===== src/rtl/stsf_pkg.sv =====
// Shared types and constants for the shaded triangle span fill block.
// No dependencies; every other file but stsf_stream_if uses this package.
package stsf_pkg;

	localparam int SCREEN_W_DEF = 256;
	localparam int SCREEN_H_DEF = 256;

	localparam logic [31:0] BLACK_OPAQUE = 32'h0000_00FF;
	localparam logic [31:0] OFF_SCREEN_COLOR = 32'h0000_0000;

	localparam int MEM_AW = 20;
	localparam int DIV_NW = 28;
	localparam int DIV_DW = 12;

	localparam logic CMD_FILL = 1'b0;
	localparam logic CMD_READ = 1'b1;

	typedef struct packed {
		logic cmd;
		logic signed [11:0] ax;
		logic signed [11:0] ay;
		logic [31:0] acolor;
		logic signed [11:0] bx;
		logic signed [11:0] by_coord;
		logic [31:0] bcolor;
		logic signed [11:0] cx;
		logic signed [11:0] cy;
		logic [31:0] ccolor;
	} req_t;

	typedef struct packed {
		logic [31:0] read_color;
		logic outside_screen;
	} rsp_t;

	typedef struct packed {
		logic en;
		logic [MEM_AW-1:0] addr;
		logic [31:0] data;
	} mem_wr_t;

	typedef struct packed {
		logic en;
		logic [MEM_AW-1:0] addr;
	} mem_rd_t;

	typedef struct packed {
		logic start;
		logic signed [DIV_NW-1:0] num;
		logic [DIV_DW-1:0] den;
	} div_req_t;

	typedef struct packed {
		logic done;
		logic signed [DIV_NW-1:0] quo;
		logic [DIV_DW-1:0] rem;
	} div_rsp_t;

endpackage


===== src/rtl/stsf_div.sv =====
// Radix-2 restoring divider, signed numerator, positive denominator.
// Floored quotient and non-negative remainder. Uses stsf_pkg.
module stsf_div (
	input logic clk,
	input logic arst_n,
	input stsf_pkg::div_req_t req,
	output stsf_pkg::div_rsp_t rsp
);
	import stsf_pkg::*;

	localparam int CW = $clog2(DIV_NW + 1);

	logic [DIV_NW-1:0] mag_q;
	logic [DIV_DW-1:0] rem_q;
	logic [DIV_DW-1:0] den_q;
	logic neg_q;
	logic busy_q;
	logic done_q;
	logic [CW-1:0] cnt_q;

	logic [DIV_DW:0] rem_sh;
	logic fit;

	assign rem_sh = {rem_q, mag_q[DIV_NW-1]};
	assign fit = rem_sh >= {1'b0, den_q};

	always_ff @(posedge clk or negedge arst_n) begin
		if (!arst_n) begin
			busy_q <= 1'b0;
			done_q <= 1'b0;
			cnt_q <= '0;
		end else begin
			done_q <= !req.start && busy_q && cnt_q == CW'(1);
			if (req.start) begin
				mag_q <= req.num[DIV_NW-1] ? DIV_NW'(-req.num) : DIV_NW'(req.num);
				neg_q <= req.num[DIV_NW-1];
				den_q <= req.den;
				rem_q <= '0;
				cnt_q <= CW'(DIV_NW);
				busy_q <= 1'b1;
			end else if (busy_q) begin
				rem_q <= fit ? DIV_DW'(rem_sh - {1'b0, den_q}) : DIV_DW'(rem_sh);
				mag_q <= {mag_q[DIV_NW-2:0], fit};
				cnt_q <= cnt_q - CW'(1);
				if (cnt_q == CW'(1)) begin
					busy_q <= 1'b0;
				end
			end
		end
	end

	always_comb begin
		rsp.done = done_q;
		if (neg_q && rem_q != '0) begin
			rsp.quo = -$signed(mag_q) - DIV_NW'(1);
			rsp.rem = den_q - rem_q;
		end else if (neg_q) begin
			rsp.quo = -$signed(mag_q);
			rsp.rem = rem_q;
		end else begin
			rsp.quo = $signed(mag_q);
			rsp.rem = rem_q;
		end
	end
endmodule


===== config.mk =====
export PLATFORM = sky130hd
export DESIGN_NAME = stsf_div
export DESIGN_NICKNAME = d
export VERILOG_FILES = /design/src/rtl/stsf_pkg.sv /design/src/rtl/stsf_div.sv
export SDC_FILE = /design/constraint.sdc
export NUM_CORES = 1
export LEC_CHECK = 0
export BUFFER_PORTS_ARGS = -buffer_cell sky130_fd_sc_hd__buf_2
export CAP_MARGIN = 20
export CORE_ASPECT_RATIO = 0.5
export CORE_MARGIN = 5
export CORE_UTILIZATION = 55
export DETAILED_ROUTE_END_ITERATION = 8
export PLACE_DENSITY = 0.77
export SLEW_MARGIN = 20
export SYNTH_ARGS = -nofsm -noshare
export SYNTH_HDL_FRONTEND = slang
export SYNTH_SLANG_ARGS = --single-unit

===== constraint.sdc =====
create_clock -name clk -period 5.6 [get_ports clk]
set_input_delay 1.12 -clock clk [delete_from_list [all_inputs] [get_ports clk]]
set_output_delay 1.12 -clock clk [all_outputs]
set_load 0.05 [all_outputs]

==> out/qor.txt <==
critical path launch point type: flip-flop
sequential share of the synthesized area: 0.290
clk buf depth: 2
total wire length: 15.2 mm
Die Span Y: 84.5 um
Non-Filler Instances: 937
GRT Util Overall: 0.224
drt drc: 0
Crit path buffers/inverters: 3
Antenna diodes: 0
Cell Pwr Density: 284 nW/um2
First-pass DRT Iterations: 5
Final ANT Viol Nets: 0
Max stage delay on crit path: 600 ps
global-route wire length before repair: 25.3 mm
PortBufs: 83
final setup vio count: 0
CORE AREA: 10900 um2
Hold Crit Class: reg -> reg
multi-input combinational cell area: 3940 um2
Worst-path clk slew: 50 ps
Synth Area per Inst: 8.39 um2
clk_lat worst skew: 330 ps
ys async rst share: 0.117
fmax: 0.188 GHz
status: completed
total grt overflow: 0
share of cells above drive strength 1: 0.173
Crit. End Element: output port
FILL cells: 981
CTS tree: built
final hold vios: 0
Final Power: 1930 uW
Slew @ Worst Pin: 932 ps
Synth Flop Type: edfxtp_1
CTS buffer count: 9
crit path DAT: 4210 ps
post-synthesis cell type count: 72
CTS root buf: clkbuf_16
register-to-register setup slack: 2420 ps
Die W: 159 um
Clock Sinks: 60
pin count of the biggest net entering global routing: 69
Syn Inst Count: 727
I/O pin cnt: 84
Reg area: 1770 um2
Initial Utilization: 0.559
critical path peak fanout: 11
Setup Skew: 6.22 ps
via count: 5654
Area Growth Syn to Fin: 11.4%
Final Cycle Share: 0.951
Yosys top cell area share: 0.261
1st-iter DRT viols: 572
worst path cell trace: inv_1, ha_1, nor4b_1, buf_4, nand4_1, or4_1, o22ai_2, nand4_1, or3_1, a21oi_1, xor2_1, buf_2
Final min period: 5330 ps
Max Slew Vio Count: 0
Most common cell on crit path: nand4_1
post-CTS setup buffers: 0
row cnt: 27
max_cap viols: 0
post-DR wirelength/cell: 16.2 um
delay-heaviest family, CP: simple AND/OR/NAND/NOR gates
CP max-delay cell: or4_1
H-tree levels: 3
worst setup path class: reg -> out
initial antenna violation count: 0
Warnings, synthesis: 0
syn nets: 800
Fin Hold WS: 533 ps
DP Area: 6500 um2
RD Place Congestion: 0.928
ranking of synthesized cells by area: edfxtp_1 (26%), xnor2_1 (7.3%), ha_1 (5.7%), xor2_1 (4.9%), nor2_1 (4.4%)
Post-Syn Area: 6100 um2
Leak: 0.00267 uW
Worst slew margin: 0.371
number of synthesized flops with an enable pin: 53
Peak supply drop: 0.207 mV
post-synth top area cell: edfxtp_1
die area: 13400 um2
number of nets in the layout: 860
finished layout cell area: 6790 um2
CP Data Required Time: 4480 ps
DR vias/cell: 6.03
register bit count reported by yosys: 60
vias in the first global route: 5186
placed insts: 921
hpwl dp: 11.5 mm
[logic make-up after synthesis]
| kind of cell | Yosys count | synth area share |
|---|---|---|
| adder cells (fa/ha/maj) | 30 | 0.0640 |
| flip-flops | 60 | 0.290 |
| AO/OA/AOI/OAI | 160 | 0.168 |
| AND/OR/NAND/NOR | 279 | 0.239 |
| multiplexers | 29 | 0.0503 |
| buffers and inverters | 84 | 0.0673 |
| XOR/XNOR | 85 | 0.122 |
[Yosys cell counts (all sizes together), types with 16 or more instances]
library cell and number:
xnor2 51, nand2 56, o21ai 41, clkbuf 28, nor3 29, nand3 25, ha 28, nor2 72
nor4 17, mux2i 16, inv 43, edfxtp 53, a21oi 43, xor2 34
[report_power, final]
group / switching [uW] / internal, uW
Combinational: 499 / 275
Sequential: 70.9 / 545
Clock: 198 / 339
[worst reg2reg max path, cell delays in order, from the launching register on]
cell	delay, ps
edfxtp_1	490
ha_1	350
nor2b_1	130
o21ai_0	190
a21o_1	190
a211oi_1	140
a31o_2	290
o31ai_2	370
buf_4	290
mux2_2	360
a211oi_1	220
[state kept, by name, indices dropped and copies added (netlist names)]
signal,cells
mag_q,28
den_q,12
rem_q,12
cnt_q,5
busy_q,1
done_q,1
neg_q,1
[path summary, 6_finish.rpt]
path,from,end,depth (start not counted)
max,mag_q[0]$_DFFE_PP_,rsp[33],12
min,cnt_q[4]$_DFFE_PN0N_,cnt_q[4]$_DFFE_PN0N_,2
max reg2reg,rem_q[0]$_SDFFCE_PP0P_,rem_q[1]$_SDFFCE_PP0P_,10
min reg2reg,cnt_q[4]$_DFFE_PN0N_,cnt_q[4]$_DFFE_PN0N_,2
max in group asynchronous,arst_n,busy_q$_DFF_PN0_,1
min in group asynchronous,arst_n,cnt_q[4]$_DFFE_PN0N_,1
[placed cells by master (no fill, tap or decap), types with 7 or more instances in the layout]
master,instances
nand2b_1,9
ha_1,28
nor2b_1,8
inv_1,43
xnor2_1,51
o21ai_0,41
a21oi_1,43
nor4_1,15
a211oi_1,12
nand2_1,56
mux2i_1,16
dfrtp_1,7
o21a_1,7
mux2_2,13
edfxtp_1,53
xor2_1,34
nor2_1,72
nand4_1,12
or4_1,13
nor3_1,28
buf_2,83
o31ai_1,12
clkbuf_16,9
nand3_1,25
or3_1,9
[routing by layer]
metal | vias to the layer above | global-route usage | routed length [um] | share of wire
met5 | - | 0 | 0 | 0
li1 | 2778 | - | - | -
met2 | 236 | 0.365 | 7050 | 0.46
met1 | 2617 | 0.310 | 6850 | 0.45
met4 | 0 | 0.0372 | 134 | 0.0088
met3 | 23 | 0.0535 | 1190 | 0.078
[final cells by class]
class                   instances  area share
clock buffers                  10      0.0337
clock inverters                 6     0.00810
inverters                      44      0.0243
multi-input cells             583       0.579
flip-flops and latches         60       0.260
well taps                     145      0.0267
repair buffers                 89      0.0678
[per-stage QoR]
step | setup WS [ps] | setup TNS (ps) | utilization
after floorplan | 625 | 0 | -
after global placement | 778 | 0 | 0.596
after detailed placement | 667 | 0 | 0.596
after CTS | 298 | 0 | 0.622
after global routing | -36.1 | -36.1 | 0.623
final | 273 | 0 | 0.623
[repair_timing]
item | 4_1_cts | 5_1_grt
setup endpoints to repair | 0 | 3
hold buffers | 0 | 0
resized for setup | 0 | 1
(Power assumes the default switching activity.)
